===== src/sv/swrr_pkg.sv =====
// Shared types and constants for the smooth weighted round-robin picker.
package swrr_pkg;

   // Default sizes of the entry table.
   localparam int DEF_MAX_ENTRIES = 32;
   localparam int DEF_WEIGHT_BITS = 8;

   // Fixed widths of the credits and of the channel fields.
   localparam int CREDIT_BITS = 20;
   localparam int CFG_W       = 6;
   localparam int OP_W        = 2;
   localparam int IDX_PORT_W  = 5;
   localparam int WV_W        = 8;
   localparam int RD_W        = 8;

   // Width used to compare an entry index with a cell position (covers up to 128 cells).
   localparam int IDX_CMP_W = 7;

   localparam logic [CFG_W-1:0] CFG_RESET = CFG_W'(32);

   typedef enum logic [OP_W-1:0] {
      OP_PICK  = 2'd0,
      OP_SET   = 2'd1,
      OP_CLEAR = 2'd2,
      OP_READ  = 2'd3
   } op_type;

endpackage


===== src/sv/swrr_cell.sv =====
// One table entry: weight and credit, with its stage of the pick scan chain.
module swrr_cell #(
   parameter int INDEX       = 0,
   parameter int MAX_ENTRIES = swrr_pkg::DEF_MAX_ENTRIES,
   parameter int WEIGHT_BITS = swrr_pkg::DEF_WEIGHT_BITS,
   parameter int CNT_W       = $clog2(MAX_ENTRIES + 1),
   parameter int IDX_W       = $clog2(MAX_ENTRIES),
   parameter int TOT_W       = WEIGHT_BITS + $clog2(MAX_ENTRIES + 1)
) (
   input  logic                                 clock,
   input  logic                                 reset,
   input  logic [CNT_W-1:0]                     n_eff,
   input  logic [swrr_pkg::IDX_PORT_W-1:0]      entry_index,
   input  logic                                 set_en,
   input  logic [WEIGHT_BITS-1:0]               set_weight,
   input  logic                                 clear_en,
   input  logic                                 tok_in_valid,
   input  logic                                 tok_in_found,
   input  logic signed [swrr_pkg::CREDIT_BITS-1:0] tok_in_credit,
   input  logic [IDX_W-1:0]                     tok_in_idx,
   input  logic [TOT_W-1:0]                     tok_in_total,
   output logic                                 tok_out_valid,
   output logic                                 tok_out_found,
   output logic signed [swrr_pkg::CREDIT_BITS-1:0] tok_out_credit,
   output logic [IDX_W-1:0]                     tok_out_idx,
   output logic [TOT_W-1:0]                     tok_out_total,
   input  logic                                 sub_en,
   input  logic [IDX_W-1:0]                     sub_idx,
   input  logic [TOT_W-1:0]                     sub_total,
   output logic [WEIGHT_BITS-1:0]               rd_weight
);
   import swrr_pkg::*;

   localparam int SUM_W  = CREDIT_BITS + 1;
   localparam int DIFF_W = ((CREDIT_BITS > TOT_W) ? CREDIT_BITS : TOT_W) + 2;
   localparam logic signed [CREDIT_BITS-1:0] CMAX = CREDIT_BITS'((1 << (CREDIT_BITS - 1)) - 1);
   localparam logic signed [CREDIT_BITS-1:0] CMIN = CREDIT_BITS'(1 << (CREDIT_BITS - 1));
   localparam logic signed [DIFF_W-1:0] DMAX = DIFF_W'((1 << (CREDIT_BITS - 1)) - 1);
   localparam logic signed [DIFF_W-1:0] DMIN = -DMAX - DIFF_W'(1);

   logic [WEIGHT_BITS-1:0]          weight_ff, weight_in;
   logic signed [CREDIT_BITS-1:0]   credit_ff, credit_in;
   logic                            tok_valid_ff, tok_valid_in;
   logic                            tok_found_ff, tok_found_in;
   logic signed [CREDIT_BITS-1:0]   tok_credit_ff, tok_credit_in;
   logic [IDX_W-1:0]                tok_idx_ff, tok_idx_in;
   logic [TOT_W-1:0]                tok_total_ff, tok_total_in;

   logic                            in_use;
   logic                            hit;
   logic                            active;
   logic signed [SUM_W-1:0]         sum;
   logic signed [CREDIT_BITS-1:0]   add_credit;
   logic signed [DIFF_W-1:0]        diff;
   logic signed [CREDIT_BITS-1:0]   sub_credit;
   logic                            better;

   assign in_use = CNT_W'(INDEX) < n_eff;
   assign hit    = IDX_CMP_W'(entry_index) == IDX_CMP_W'(INDEX);
   assign active = in_use && (weight_ff != '0);

   // Adding a weight can only overflow upwards; the two top bits disagree when it does.
   always_comb begin
      sum = {credit_ff[CREDIT_BITS-1], credit_ff} + SUM_W'(weight_ff);
      if (sum[SUM_W-1] != sum[SUM_W-2]) begin
         add_credit = sum[SUM_W-1] ? CMIN : CMAX;
      end else begin
         add_credit = sum[CREDIT_BITS-1:0];
      end
      if (!active) begin
         add_credit = credit_ff;
      end
   end

   always_comb begin
      diff = DIFF_W'(credit_ff) - $signed({1'b0, (DIFF_W - 1)'(sub_total)});
      if (diff > DMAX) begin
         sub_credit = CMAX;
      end else if (diff < DMIN) begin
         sub_credit = CMIN;
      end else begin
         sub_credit = diff[CREDIT_BITS-1:0];
      end
   end

   assign better = !tok_in_found || (add_credit > tok_in_credit);

   always_comb begin
      tok_valid_in  = tok_in_valid;
      tok_found_in  = tok_in_found;
      tok_credit_in = tok_in_credit;
      tok_idx_in    = tok_in_idx;
      tok_total_in  = tok_in_total + (in_use ? TOT_W'(weight_ff) : '0);
      if (active && better) begin
         tok_found_in  = 1'b1;
         tok_credit_in = add_credit;
         tok_idx_in    = IDX_W'(INDEX);
      end
   end

   always_comb begin
      weight_in = weight_ff;
      credit_in = credit_ff;
      if (clear_en) begin
         weight_in = '0;
         credit_in = '0;
      end else if (set_en && hit && in_use) begin
         weight_in = set_weight;
         credit_in = '0;
      end else if (tok_in_valid) begin
         credit_in = add_credit;
      end else if (sub_en && (sub_idx == IDX_W'(INDEX))) begin
         credit_in = sub_credit;
      end
   end

   always_ff @(posedge clock) begin
      if (reset) begin
         weight_ff    <= '0;
         credit_ff    <= '0;
         tok_valid_ff <= 1'b0;
      end else begin
         weight_ff    <= weight_in;
         credit_ff    <= credit_in;
         tok_valid_ff <= tok_valid_in;
      end
      tok_found_ff  <= tok_found_in;
      tok_credit_ff <= tok_credit_in;
      tok_idx_ff    <= tok_idx_in;
      tok_total_ff  <= tok_total_in;
   end

   assign tok_out_valid  = tok_valid_ff;
   assign tok_out_found  = tok_found_ff;
   assign tok_out_credit = tok_credit_ff;
   assign tok_out_idx    = tok_idx_ff;
   assign tok_out_total  = tok_total_ff;
   assign rd_weight      = (hit && in_use) ? weight_ff : '0;

endmodule


===== config.mk =====
export PLATFORM = sky130hd
export DESIGN_NAME = swrr_cell
export DESIGN_NICKNAME = d
export VERILOG_FILES = /design/src/sv/swrr_pkg.sv /design/src/sv/swrr_cell.sv
export SDC_FILE = /design/constraint.sdc
export NUM_CORES = 1
export LEC_CHECK = 0
export BUFFER_PORTS_ARGS = -buffer_cell sky130_fd_sc_hd__buf_2
export CELL_PAD_IN_SITES_DETAIL_PLACEMENT = 0
export CELL_PAD_IN_SITES_GLOBAL_PLACEMENT = 2
export CORE_ASPECT_RATIO = 2
export CORE_MARGIN = 5
export CORE_UTILIZATION = 29
export CTS_CLUSTER_SIZE = 40
export DETAILED_ROUTE_END_ITERATION = 8
export HOLD_SLACK_MARGIN = 0.12
export PLACE_DENSITY = 0.84
export SYNTH_ARGS = -nofsm -noshare
export SYNTH_HDL_FRONTEND = slang
export SYNTH_SLANG_ARGS = --single-unit

===== constraint.sdc =====
create_clock -name clock -period 5.6 [get_ports clock]
set_clock_uncertainty 0.05 [all_clocks]
set_input_delay 0.56 -clock clock [delete_from_list [all_inputs] [get_ports clock]]
set_output_delay 0.56 -clock clock [all_outputs]
set_load 0.005 [all_outputs]

### Word-level counts from Yosys, hierarchy flattened

Index checks and enable logic that the tools add are counted.

* register bits: 69
* input bits: 84
* output and inout bits: 49
* word-level logic and storage cells: 39

* $add $sub $neg: 3
* $lt $le $gt $ge: 4
* eq/ne operators: 1
* muxes and demuxes: 10
* reduce and logical (&&, ||, !) cells: 14

Operators by type and width (number)
* 2-to-1 mux 20 bit: 8
* adder 20 x 9 -> 21 bit: 1
* > comparator 21 x 20 -> 1 bit, second input constant: 1
* less-than comparator 21 x 20 -> 1 bit, second input constant: 1
* subtractor 20 x 15 -> 21 bit: 1
* > comparator 20 bit: 1
* 2-to-1 mux 8 bit: 2
* adder 14 x 8 -> 14 bit: 1
* logical NOT 5 bit: 2
* nonzero test 8 bit: 1
* logical AND 1 bit: 6
* less-than comparator 1 x 6 -> 1 bit, first input constant: 1
* OR reduction 3 bit: 1
* nonzero test 2 bit: 1
* OR reduction 2 bit: 1
* logical NOT 1 bit: 1
* logical OR 1 bit: 1
* inequality test 1 bit: 1

### Logic depth before layout (Yosys ltp)

Gate-level depths: netlist of run 1.

* word-level depth: 8
* depth in mapped cells: 24
* gate-level depth less buffers: 23

### Least setup slack after synthesis of run 1

No wires, ideal clock.

* kind: register to register
* from: register weight_ff[0]
* to: register tok_credit_ff[0], in the netlist tok_out_credit[0]
* setup time: 0.117 ns
* arrival: 4.852 ns
* data required time: 5.433 ns
* slack: 0.581 ns
* cell stages (with the launch flop): 24
* path buffers: 2
* clock period less this slack: 5.019 ns
* path through: dfxtp_1 ha_1 inv_1 fa_1 nor2b_1 o31a_1 o2111ai_1 and2_1 ha_1 inv_1 clkbuf_1 nand2_1 o21ai_0 a21oi_1 ha_1 nand4_1 or3_1 a211o_1 o211a_1 a41o_1 o21ai_2 nand2_2 clkbuf_1 a22o_1

* word-level cells in the longest chain between the ends: 8
* elaborated cells between the ends (all ways): 11
* classes of those cells: 1 x add/sub; 1 x order compare; 1 x eq/ne; 4 x mux; 4 x reduce/logical

Ends and longest elaborated chain
* start: declaration: line swrr_cell.sv:41 `logic [WEIGHT_BITS-1:0] weight_ff, weight_in;`
* start signal: assignment: line swrr_cell.sv:123 `weight_ff <= weight_in;`
* adder 20 x 9 -> 21 bit: line swrr_cell.sv:64 `sum = {credit_ff[CREDIT_BITS-1], credit_ff} + SUM_W'(weight_ff);`
* 2-to-1 mux 20 bit / inequality test 1 bit (equally long branches): line swrr_cell.sv:66, swrr_cell.sv:65
* 2-to-1 mux 20 bit: line swrr_cell.sv:65 `if (sum[SUM_W-1] != sum[SUM_W-2]) begin`
* 2-to-1 mux 20 bit: line swrr_cell.sv:70 `if (!active) begin`
* > comparator 20 bit: line swrr_cell.sv:86 `assign better = !tok_in_found || (add_credit > tok_in_credit);`
* logical OR 1 bit: line swrr_cell.sv:86
* logical AND 1 bit: line swrr_cell.sv:94 `if (active && better) begin`
* 2-to-1 mux 20 bit *: line swrr_cell.sv:94
* net tok_credit_in[0]: line swrr_cell.sv:45 `logic signed [CREDIT_BITS-1:0] tok_credit_ff, tok_credit_in;`
* end signal: assignment: line swrr_cell.sv:128 `tok_credit_ff <= tok_credit_in;`
* end: declaration: line swrr_cell.sv:45

Mark *: on every way through the listed nets, which the timed path passes. The rest lies on a longest branch.
A chain may end at the register's enable or synchronous reset.

### Final worst setup path of run 1

* from: register credit_ff[0]
* to: register tok_credit_ff[12], in the netlist tok_out_credit[12]

* word-level cells in the longest chain between the ends: 8
* elaborated cells between the ends (all ways): 9
* classes of those cells: 1 x add/sub; 1 x order compare; 1 x eq/ne; 4 x mux; 2 x reduce/logical

Ends and longest elaborated chain
* start: declaration: line swrr_cell.sv:42 `logic signed [CREDIT_BITS-1:0] credit_ff, credit_in;`
* start signal: assignment: line swrr_cell.sv:124 `credit_ff <= credit_in;`
* adder 20 x 9 -> 21 bit: line swrr_cell.sv:64
* 2-to-1 mux 20 bit / inequality test 1 bit (equally long branches): line swrr_cell.sv:66, swrr_cell.sv:65
* 2-to-1 mux 20 bit: line swrr_cell.sv:65
* 2-to-1 mux 20 bit *: line swrr_cell.sv:70
* > comparator 20 bit: line swrr_cell.sv:86
* logical OR 1 bit: line swrr_cell.sv:86
* logical AND 1 bit: line swrr_cell.sv:94
* 2-to-1 mux 20 bit *: line swrr_cell.sv:94
* net tok_credit_in[12]: line swrr_cell.sv:45

Marks and branches as above.

==> metrics.md, run 1 <==
| Metric | Value |
|---|---|
| Outcome | `complete, no violations` |
| WL/cell | `16.95 um` |
| Share of layout cells above drive strength 1 | `0.2503` |
| Synth Area in Simple Gates | `0.1878` |
| Synthesis-stage register bit count | `69` |
| Final nets | `961` |
| Initial core utilization | `0.2948` |
| Compound-Gate Fraction of Synth Area | `0.2762` |
| Core area | `17870 um2` |
| Hold EP | `tok_out_valid$_SDFF_PP0_` |
| Ys async rst share | `0` |
| Final non-filler cell area | `6656 um2` |
| Max Used Layer | `met4` |
| R2R Path End | `tok_out_credit[12]$_DFF_P_` |
| # Post-CTS Setup Buffers | `0` |
| Worst Tran Pin Value | `999.8 ps` |
| CTS H-tree lvls | `3` |
| Yosys warnings | `0` |
| Most common cell after layout, fill and taps aside | `buf_2` |
| Total grt overflow | `0` |
| Wire length on met3 | `638 um` |
| P per Cell Area | `188.7 nW/um2` |
| FP Rows | `69` |
| Setup crit start kind | `register` |
| Register-to-Register Setup Slack | `320 ps` |
| Kind of critical path | `reg -> reg` |
| R2r startpoint | `credit_ff[0]$_SDFFE_PP0P_` |
| Final Slew Violations | `0` |
| Global Route Usage Sum | `0.1681` |
| Vias per cell | `5.110` |
| CP Capture Type | `register` |
| Ys flop type | `dfxtp_1` |
| Setup-failing EPs final | `0` |
| Worst-path clk slew | `50 ps` |
| Post-synth cell types | `69` |
| Arr. time, crit path | `5450 ps` |
| CTS max path bufs | `2` |
| TritonCTS clock tree | `done` |
| Antenna violations before repair | `0` |
| Xor/xnor share of the synthesized area | `0.05984` |
| CTS Root Cell | `clkbuf_16` |
| Hpwl dp | `15030 um` |
| Final hold vios | `0` |
| Vias in the first global route | `5403` |
| Placed cell areas | `6319 um2` |
| Avg Inst Size Synth | `7.817 um2` |
| M1 WL | `6548 um` |
| Initial DRC Count | `276` |
| Routed wl met2 | `9854 um` |
| Leakage | `0.003156 uW` |
| Setup slack after layout | `316.8 ps` |
| Die Span X | `105.3 um` |
| Global-route wire length before repair | `28260 um` |
| Cells after Synth | `674` |
| Hold Crit Class | `in -> reg` |
| Number of synthesized flops with an enable pin | `0` |
| Io pins | `133` |
| Sequential area share after synthesis | `0.2622` |
| Post-synthesis mux area share | `0.01259` |
| Vias post-DR | `5314` |
| Max-cap violations | `0` |
| IO Port Bufs | `132` |
| Commonest non-fill, non-tap cells in the layout | `132 x buf_2, 67 x dfxtp_1, 65 x a21oi_1` |
| Worst-Skew Late Latency | `340 ps` |
| HP Start | `reset` |
| Cell count of the worst reg-to-reg path | `22` |
| Relative slew slack | `0.3335` |
| Final Cycle Share | `0.9434` |
| Adder-cell area share of the yosys netlist | `0.1349` |
| Clock sinks | `69` |
| Pre-CTS setup slack | `236.4 ps` |
| Area Growth Syn to Fin | `26.34%` |
| Remaining antenna violation count | `0` |
| Peak VDD IR | `122.8 uV` |
| Largest family of logic cells by synthesized area | `compound AO/OA/AOI/OAI gates` |
| Highest Clock Rate | `189.3 MHz` |
| Max FO, Critical Path | `10` |
| Critical path required time | `5770 ps` |
| DRT Pass-1 Iters | `4` |
| Minimum clock period | `5283 ps` |
| Filler cell count | `1980` |
| Antenna diodes | `0` |
| Total clock buffers created by CTS | `9` |
| GPL Wtd Cong | `0.9011` |
| Syn_nets | `813` |
| Hold path cells | `2` |
| Total detailed-routing wirelength | `17620 um` |
| Die Ht | `200.6 um` |
| DRC viols | `0` |
| Largest net degree at the start of global routing | `20` |
| Full die area | `21130 um2` |
| Mapped cell area | `5269 um2` |
cells in the mapped netlist (3+ instances only):
cell / number / share of area
a211oi_1: 10 / 0.014
a21o_1: 16 / 0.023
a21oi_1: 65 / 0.062
a21oi_2: 4 / 0.0066
a22o_1: 3 / 0.0050
a2bb2oi_1: 3 / 0.0050
a311oi_1: 3 / 0.0050
a31oi_1: 11 / 0.013
and2_1: 26 / 0.031
clkbuf_1: 24 / 0.017
dfxtp_1: 69 / 0.26
fa_1: 3 / 0.011
ha_1: 52 / 0.12
inv_1: 60 / 0.043
mux2_2: 5 / 0.011
nand2_1: 46 / 0.033
nand2b_1: 8 / 0.0095
nand3_1: 20 / 0.019
nand4_1: 5 / 0.0059
nor2_1: 57 / 0.041
nor2b_1: 6 / 0.0071
nor3_1: 11 / 0.010
nor4_1: 5 / 0.0059
o2111ai_1: 3 / 0.0050
o211ai_1: 6 / 0.0085
o21a_1: 8 / 0.011
o21ai_0: 35 / 0.033
o221ai_1: 6 / 0.010
o2bb2ai_1: 12 / 0.020
o31a_1: 3 / 0.0050
o31ai_1: 4 / 0.0057
or3_1: 5 / 0.0059
xnor2_1: 23 / 0.038
xor2_1: 13 / 0.022
what timing repair did:
item                                    CTS  global route
endpoints found under the setup margin    0            25
hold buffers                              0             0
resized for setup                         0            11
layout make-up:
cell class / count / area [um2] / share of cell area
Multi-Input combinational cell: 517 / 3578 / 0.5376
Timing Repair Buffer: 165 / 908.4 / 0.1365
Inverter: 60 / 225.2 / 0.03383
Clock inverter: 4 / 47.55 / 0.007143
Sequential cell: 69 / 1384 / 0.2079
Tap cell: 213 / 266.5 / 0.04004
Clock buffer: 12 / 246.5 / 0.03703
how the worst max path moves through the flow:
stage,startpoint,to,cells after the start
floorplan,weight_ff[0]$_SDFFE_PP0P_,tok_out_credit[0]$_DFF_P_,23
global placement,credit_ff[0]$_SDFFE_PP0P_,tok_out_idx[2]$_SDFF_PP0_,22
detailed placement,credit_ff[0]$_SDFFE_PP0P_,tok_out_credit[12]$_DFF_P_,22
CTS,credit_ff[0]$_SDFFE_PP0P_,tok_out_credit[12]$_DFF_P_,22
global route,credit_ff[0]$_SDFFE_PP0P_,tok_out_credit[7]$_DFF_P_,23
finish,credit_ff[0]$_SDFFE_PP0P_,tok_out_credit[12]$_DFF_P_,22
where the power goes:
group	total [uW]	internal, uW	switching (uW)	leakage (uW)
clock network	565	355	210	0.000143
registers	519	511	7.25	0.000573
logic	173	81.0	91.7	0.00244
through the flow:
stage / total power (uW) / instances / setup TNS, ps / hold WS, ps / util
after floorplan: 621.8 / 674 / 0 / 419.5 / -
final: 1256 / 1040 / 0 / 327.4 / 0.3725
after global placement: 703.3 / 1024 / 0 / 458.5 / 0.3536
after CTS: 1275 / 1040 / 0 / 316.7 / 0.3700
after detailed placement: 704.3 / 1024 / 0 / 465.5 / 0.3536
after global routing: 1319 / 1040 / -68.50 / 328.4 / 0.3725
worst max-delay path: stages, from the launching register on:
cell and delay, ps:
dfxtp_2 350, ha_1 180, inv_1 60, fa_1 390, nor2b_2 170, o31a_1 310
o2111ai_2 190, and2_1 220, ha_1 330, and2_1 180, and2_2 260, a31oi_2 190
a2bb2oi_2 190, ha_1 170, nand4_1 130, or3_1 420, a211o_1 280, o211a_1 140
a41o_1 250, o21ai_2 160, nand2_2 180, buf_4 220, o2bb2ai_1 130
sequential cells by signal, indices dropped and copies added, names as in the netlist:
| register | flops |
|---|---|
| tok_out_credit | 20 |
| tok_out_total | 14 |
| tok_out_idx | 5 |
| tok_out_valid | 1 |
| weight_ff | 8 |
| credit_ff | 20 |
| tok_out_found | 1 |
cells by family (layout without fill, tap and decap cells):
family	Yosys count	count (layout)
compound gates	218	218
simple gates	202	202
flops	69	69
fa+ha+maj	55	55
buf+inv	88	241
mux	6	6
xor+xnor	36	36
per-layer routing:
layer  vias to the layer above  global-route usage
met5                         -                   0
met4                         0             0.06945
met3                        32             0.02478
met2                       124              0.3288
met1                      2441              0.1725
li1                       2717                   -
Note: power is estimated with default switching activity, not from simulation.
==> inputs of run 2 (changes only) <==
CTS_BUF_LIST = sky130_fd_sc_hd__clkbuf_8   (was not set)
clock period = 5.99 ns   (was 5.6 ns; I/O delays follow)
==> run 2 against run 1 <==
  * Non-clock buffer count decreased by 22
  * Fmax shrank 4.6%
  * Sequential power shrank 6.7%
  * Combinational power shrank 9%
  * Critical path type unchanged
  * Largest cell class unchanged
  * Largest power group is now registers
  * Highest routed layer unchanged
==> metrics.md, run 2 (synthesis gave the netlist of run 1 again) <==
| Metric | Value |
|---|---|
| Outcome | `complete, no violations (unchanged)` |
| GPL Wtd Cong | `0.8789 (was 0.9011)` |
| Leakage | `0.003013 uW (was 0.003156 uW)` |
| Kind of critical path | `reg -> reg (unchanged)` |
| Initial core utilization | `0.2948 (unchanged)` |
| Post-route setup TNS | `0 ps (unchanged)` |
| Global Route Usage Sum | `0.1679 (was 0.1681)` |
| Area Growth Syn to Fin | `20.76% (was 26.34%)` |
| Pre-CTS setup slack | `290.2 ps (was 236.4 ps)` |
| Critical path required time | `6190 ps (was 5770 ps)` |
| Peak VDD IR | `73.14 uV (was 122.8 uV)` |
| Die Span X | `105.3 um (unchanged)` |
| Max-cap violations | `0 (unchanged)` |
| Hold Crit Class | `in -> reg (unchanged)` |
| CTS max path bufs | `2 (unchanged)` |
| CP Capture Type | `register (unchanged)` |
| Final hold vios | `0 (unchanged)` |
| DRC viols | `0 (unchanged)` |
| Full die area | `21130 um2 (unchanged)` |
| Worst-Skew Late Latency | `360 ps (was 340 ps)` |
| Remaining antenna violation count | `0 (unchanged)` |
| Share of layout cells above drive strength 1 | `0.2189 (was 0.2503)` |
| Minimum clock period | `5537 ps (was 5283 ps)` |
| Total detailed-routing wirelength | `17510 um (was 17620 um)` |
| Setup slack after layout | `452.8 ps (was 316.8 ps)` |
| Filler cell count | `1992 (was 1980)` |
| Max FO, Critical Path | `25 (was 10)` |
| Vias post-DR | `5302 (was 5314)` |
| CTS H-tree lvls | `3 (unchanged)` |
| Final Cycle Share | `0.9244 (was 0.9434)` |
| FP Rows | `69 (unchanged)` |
| Antenna violations before repair | `0 (unchanged)` |
| RSZ-0062 raised after global routing | `false` |
| TritonCTS clock tree | `done (unchanged)` |
| WL/cell | `17.22 um (was 16.95 um)` |
| Arr. time, crit path | `5740 ps (was 5450 ps)` |
| Clock sinks | `69 (unchanged)` |
| Vias per cell | `5.213 (was 5.110)` |
| IO Port Bufs | `132 (unchanged)` |
| Highest Clock Rate | `180.6 MHz (was 189.3 MHz)` |
| Relative slew slack | `0.3412 (was 0.3335)` |
| Worst Tran Pin Value | `988.2 ps (was 999.8 ps)` |
| Core area | `17870 um2 (unchanged)` |
| Total clock buffers created by CTS | `9 (unchanged)` |
| Vias in the first global route | `5597 (was 5403)` |
| Largest net degree at the start of global routing | `26 (was 20)` |
| P per Cell Area | `162.5 nW/um2 (was 188.7 nW/um2)` |
| Most common cell after layout, fill and taps aside | `buf_2 (unchanged)` |
| Global-route wire length before repair | `28180 um (was 28260 um)` |
| Die Ht | `200.6 um (unchanged)` |
| Final nets | `939 (was 961)` |
| Final Slew Violations | `0 (unchanged)` |
| Total grt overflow | `0 (unchanged)` |
| CTS Root Cell | `clkbuf_8 (was clkbuf_16)` |
| DRT Pass-1 Iters | `5 (was 4)` |
| Io pins | `133 (unchanged)` |
| Hpwl dp | `14720 um (was 15030 um)` |
| Worst-path clk slew | `80 ps (was 50 ps)` |
| Commonest non-fill, non-tap cells in the layout | `132 x buf_2, 69 x dfxtp_1, 65 x a21oi_1 (was 132 x buf_2, 67 x dfxtp_1, 65 x a21oi_1)` |
| Antenna diodes | `0 (unchanged)` |
| Setup crit start kind | `register (unchanged)` |
| Setup-failing EPs final | `0 (unchanged)` |
| Initial DRC Count | `267 (was 276)` |
==> run 2: changes by cell type in the layout (fill, tap and decap cells not counted), sizes merged <==
cell,before,now
buf,165,143
clkbuf,12,11
==> run 2: worst paths after layout <==
check / cells past startpoint / start / slack, ps / endpoint
setup / recovery: 21 / weight_ff[0]$_SDFFE_PP0P_ / 450 / tok_out_credit[5]$_DFF_P_
hold reg to reg: 2 / weight_ff[0]$_SDFFE_PP0P_ / 460 / weight_ff[0]$_SDFFE_PP0P_
setup reg to reg: 21 / weight_ff[0]$_SDFFE_PP0P_ / 450 / tok_out_credit[5]$_DFF_P_
hold / removal: 2 / reset / 350 / tok_out_valid$_SDFF_PP0_
==> run 2: what timing repair did <==
action	4_1_cts	5_1_grt
hold buffers	0	0
gates resized for setup	0	2
endpoints found under the setup margin	0	24
setup buffers	0	0
==> run 2: worst max-delay path: stages, from the launching register on <==
cell       delay (ps)
dfxtp_1           390
ha_1              200
inv_1              60
fa_1              380
nor2b_1           190
o31a_1            190
o2111ai_1         190
and2_1            230
ha_1              330
and2_1            180
and2_1            240
a31oi_1           180
a2bb2oi_1         280
ha_1              200
nand4_1           120
or3_1             430
a211o_1           290
o211a_1           140
a41o_1            250
o21ai_2           320
nand2_4           250
mux2_2            330
==> run 2: power breakdown <==
group | switching, uW | leakage [uW] | total (uW) | internal (uW)
sequential | 7.44 | 0.000572 | 484 | 477
clock | 182 | 0.000101 | 393 | 211
combinational | 83.8 | 0.00234 | 157 | 72.9
==> run 2: through the flow <==
stage	std cells	total power [uW]	util	area (um2)	hold WS [ps]
after floorplan	674	581.3	-	5269	419.5
after global placement	1002	652.9	0.3443	6153	449.6
after detailed placement	1002	654.3	0.3443	6153	450.1
after CTS	1017	1052	0.3555	6352	328.1
after global routing	1017	1089	0.3560	6362	337.6
final	1017	1034	0.3560	6362	345.4
==> run 2: layout make-up <==
class / count / area (um2) / share of cell area
clock buffers: 11 / 151.4 / 0.02380
clock inverters: 4 / 47.55 / 0.007473
well taps: 213 / 266.5 / 0.04189
flip-flops and latches: 69 / 1381 / 0.2171
repair buffers: 143 / 743.2 / 0.1168
multi-input cells: 517 / 3547 / 0.5575
inverters: 60 / 225.2 / 0.03540
==> run 2: metal layers <==
| layer | GRT usage | vias up | part of all wire |
|---|---|---|---|
| met3 | 0.02382 | 52 | 0.045 |
| met4 | 0.1122 | 0 | 0.059 |
| met5 | 0 | - | 0 |
| met1 | 0.1665 | 2406 | 0.36 |
| met2 | 0.3148 | 174 | 0.53 |
| li1 | - | 2670 | - |
==> inputs of run 3 (changes only) <==
BUFFER_PORTS_ARGS = not set   (was -buffer_cell sky130_fd_sc_hd__buf_2)
DONT_BUFFER_PORTS = 1   (was not set)
PLACE_DENSITY = 0.73   (was 0.84)
RECOVER_POWER = 25   (was not set)
==> run 3 against run 2 <==
  * Via count fell by 6.5%
  * Critical endpoint is now tok_out_credit[7]$_DFF_P_
  * Power fell by 3.5%
  * Design area fell by 10%
  * Largest power group unchanged
  * Count of clock-buffer cells in the layout did not move
  * Final cell count fell by 13%
==> metrics.md, run 3 (synthesis gave the netlist of run 1 again) <==
| Metric | Value |
|---|---|
| Outcome | `complete, no violations (unchanged)` |
| Die Ht | `200.6 um (unchanged)` |
| FP Rows | `69 (unchanged)` |
| Commonest non-fill, non-tap cells in the layout | `69 x dfxtp_1, 65 x a21oi_1, 60 x inv_1 (was 132 x buf_2, 69 x dfxtp_1, 65 x a21oi_1)` |
| Final non-filler cell area | `5702 um2 (was 6362 um2)` |
| Minimum clock period | `5583 ps (was 5537 ps)` |
| RSZ-0062 raised after global routing | `false (unchanged)` |
| Full die area | `21130 um2 (unchanged)` |
| Final Non-Filler Cells | `885 (was 1017)` |
| Remaining antenna violation count | `0 (unchanged)` |
| Total grt overflow | `0 (unchanged)` |
| Clock sinks | `69 (unchanged)` |
| Global Route Usage Sum | `0.1765 (was 0.1679)` |
| Final Cycle Share | `0.9321 (was 0.9244)` |
| Vias per cell | `5.599 (was 5.213)` |
| Cell repeated most along the worst path | `and2_1` |
| Crit-path slowest cell | `dfxtp_1 (was or3_1)` |
| WL/cell | `21.21 um (was 17.22 um)` |
| Largest net degree at the start of global routing | `29 (was 26)` |
| Total clock buffers created by CTS | `9 (unchanged)` |
| Vias post-DR | `4955 (was 5302)` |
| Worst Tran Pin Value | `1115 ps (was 988.2 ps)` |
| R2r startpoint | `credit_ff[1]$_SDFFE_PP0P_ (was weight_ff[0]$_SDFFE_PP0P_)` |
| DRT Pass-1 Iters | `4 (was 5)` |
| Initial DRC Count | `254 (was 267)` |
| Total detailed-routing wirelength | `18770 um (was 17510 um)` |
| Max-cap violations | `0 (unchanged)` |
| GPL Wtd Cong | `0.8504 (was 0.8789)` |
| CTS H-tree lvls | `3 (unchanged)` |
| Max FO, Critical Path | `11 (was 25)` |
| Arr. time, crit path | `5820 ps (was 5740 ps)` |
| Initial core utilization | `0.2948 (unchanged)` |
| Setup crit start kind | `register (unchanged)` |
| Die Span X | `105.3 um (unchanged)` |
| Core area | `17870 um2 (unchanged)` |
| Antenna diodes | `0 (unchanged)` |
| Vias in the first global route | `5238 (was 5597)` |
| Critical path required time | `6220 ps (was 6190 ps)` |
| Power, Total | `998.0 uW (was 1034 uW)` |
| Share of layout cells above drive strength 1 | `0.06548 (was 0.2189)` |
| Kind of critical path | `reg -> reg (unchanged)` |
| Peak VDD IR | `56.26 uV (was 73.14 uV)` |
| Critical Path Stages | `21 (unchanged)` |
| Worst path buffer plus inverter count | `2 (was 1)` |
| Placed insts | `870 (was 1002)` |
| Area Growth Syn to Fin | `8.217% (was 20.76%)` |
| Leakage | `0.002477 uW (was 0.003013 uW)` |
| Pre-CTS setup slack | `284.8 ps (was 290.2 ps)` |
| Post-route setup TNS | `0 ps (unchanged)` |
| Cell count of the worst reg-to-reg path | `21 (unchanged)` |
| Crit path capture | `tok_out_credit[7]$_DFF_P_ (was tok_out_credit[5]$_DFF_P_)` |
| Worst-path clk slew | `70 ps (was 80 ps)` |
| Setup slack after layout | `406.6 ps (was 452.8 ps)` |
| Io pins | `133 (unchanged)` |
| Hold Crit Class | `in -> reg (unchanged)` |
| R2R Path End | `tok_out_credit[7]$_DFF_P_ (was tok_out_credit[5]$_DFF_P_)` |
| Most common cell after layout, fill and taps aside | `dfxtp_1 (was buf_2)` |
| Register Area | `1381 um2 (unchanged)` |
| CTS max path bufs | `2 (unchanged)` |
| Worst-Skew Late Latency | `370 ps (was 360 ps)` |
| Highest Clock Rate | `179.1 MHz (was 180.6 MHz)` |
| Crit-path max cell delay | `540 ps (was 430 ps)` |
| CP Capture Type | `register (unchanged)` |
| Register-to-Register Setup Slack | `410 ps (was 450 ps)` |
| Final Slew Violations | `0 (unchanged)` |
| DRC viols | `0 (unchanged)` |
| Setup-failing EPs final | `0 (unchanged)` |
| CP Cell Sequence | `inv_1 -> fa_1 -> nor2b_1 -> o31a_1 -> o2111ai_1 -> and2_1 -> ha_1 -> and2_1 -> and2_1 -> a31oi_1 -> a2bb2oi_1 -> ha_1 -> nand4_1 -> or3_1 -> a211o_1 -> o211a_1 -> a41o_1 -> o21ai_2 -> buf_4 -> nand3_2 -> o2bb2ai_1 (was ha_1 -> inv_1 -> fa_1 -> nor2b_1 -> o31a_1 -> o2111ai_1 -> and2_1 -> ha_1 -> and2_1 -> and2_1 -> a31oi_1 -> a2bb2oi_1 -> ha_1 -> nand4_1 -> or3_1 -> a211o_1 -> o211a_1 -> a41o_1 -> o21ai_2 -> nand2_4 -> mux2_2)` |
| Hpwl dp | `15880 um (was 14720 um)` |
| Final nets | `807 (was 939)` |
| CTS Root Cell | `clkbuf_8 (unchanged)` |
| TritonCTS clock tree | `done (unchanged)` |
| Filler cell count | `1938 (was 1992)` |
| Placed cell areas | `5493 um2 (was 6153 um2)` |
| Antenna violations before repair | `0 (unchanged)` |
| Family with the most delay on the worst path | `compound AO/OA/AOI/OAI gates (unchanged)` |
| CP startpoint | `credit_ff[1]$_SDFFE_PP0P_ (was weight_ff[0]$_SDFFE_PP0P_)` |
| Global-route wire length before repair | `29080 um (was 28180 um)` |
| IO Port Bufs | `0 (was 132)` |
| P per Cell Area | `175.0 nW/um2 (was 162.5 nW/um2)` |
| Final hold vios | `0 (unchanged)` |
| Relative slew slack | `0.2569 (was 0.3412)` |
| Post-CTS Hold Buffers | `0 (unchanged)` |
| # Post-CTS Setup Buffers | `0 (unchanged)` |
| Area of the multi-input gates | `3547 um2 (unchanged)` |
[run 3: cell count changes in the layout (fill, tap and decap cells not counted)]
cell | before | now
buf_2 | 132 | 0
[run 3: power by group]
| group | switching (uW) | internal, uW | total, uW |
|---|---|---|---|
| clock | 187 | 211 | 398 |
| combinational | 63.5 | 44.5 | 108 |
| sequential | 14.6 | 477 | 492 |
| total | 265 | 733 | 998 |
[run 3: area by class of cell]
class / instances / area share
Multi-Input combinational cell: 517 / 0.6221
Timing Repair Buffer: 11 / 0.01448
Clock buffer: 11 / 0.02655
Inverter: 60 / 0.03950
Tap cell: 213 / 0.04674
Clock inverter: 4 / 0.008339
Sequential cell: 69 / 0.2423
[run 3: worst min path at each step]
stage,cells past startpoint,to,from,slack (ps)
4_1_cts,1,tok_out_valid$_SDFF_PP0_,reset,230
2_1_floorplan,2,weight_ff[2]$_SDFFE_PP0P_,weight_ff[2]$_SDFFE_PP0P_,420
6_report,1,tok_out_valid$_SDFF_PP0_,reset,240
5_1_grt,1,tok_out_valid$_SDFF_PP0_,reset,240
3_3_place_gp,2,weight_ff[0]$_SDFFE_PP0P_,weight_ff[0]$_SDFFE_PP0P_,450
3_5_place_dp,2,weight_ff[5]$_SDFFE_PP0P_,weight_ff[5]$_SDFFE_PP0P_,460
[run 3: through the flow]
| stage | utilization | hold WS, ps |
|---|---|---|
| floorplan | - | 419.5 |
| global placement | 0.3074 | 451.1 |
| detailed placement | 0.3074 | 455.3 |
| CTS | 0.3185 | 228.4 |
| global route | 0.3191 | 240.8 |
| finish | 0.3191 | 244.9 |
[run 3: worst register-to-register path, stage by stage, from the launching register on]
cell       delay [ps]
dfxtp_1           540
inv_1             120
fa_1              420
nor2b_1           190
o31a_1            290
o2111ai_1         210
and2_1            230
ha_1              300
and2_1            180
and2_1            260
a31oi_1           200
a2bb2oi_1         260
ha_1              180
nand4_1           140
or3_1             440
a211o_1           290
o211a_1           140
a41o_1            250
o21ai_2           200
buf_4             170
nand3_2           220
o2bb2ai_1         230
[run 3: what timing repair did]
item / CTS / global route
gates resized for setup: 0 / 2
endpoints found under the hold margin: 0 / 0
setup endpoints to repair: 0 / 16
[run 3: layer usage]
layer | part of all wire | vias up | wire length (um) | track usage
met4 | 0.045 | 0 | 852 | 0.09291
met2 | 0.56 | 165 | 10600 | 0.3516
met3 | 0.052 | 43 | 977 | 0.03315
met5 | 0 | - | 0 | 0
li1 | - | 2407 | - | -
met1 | 0.34 | 2340 | 6340 | 0.1628
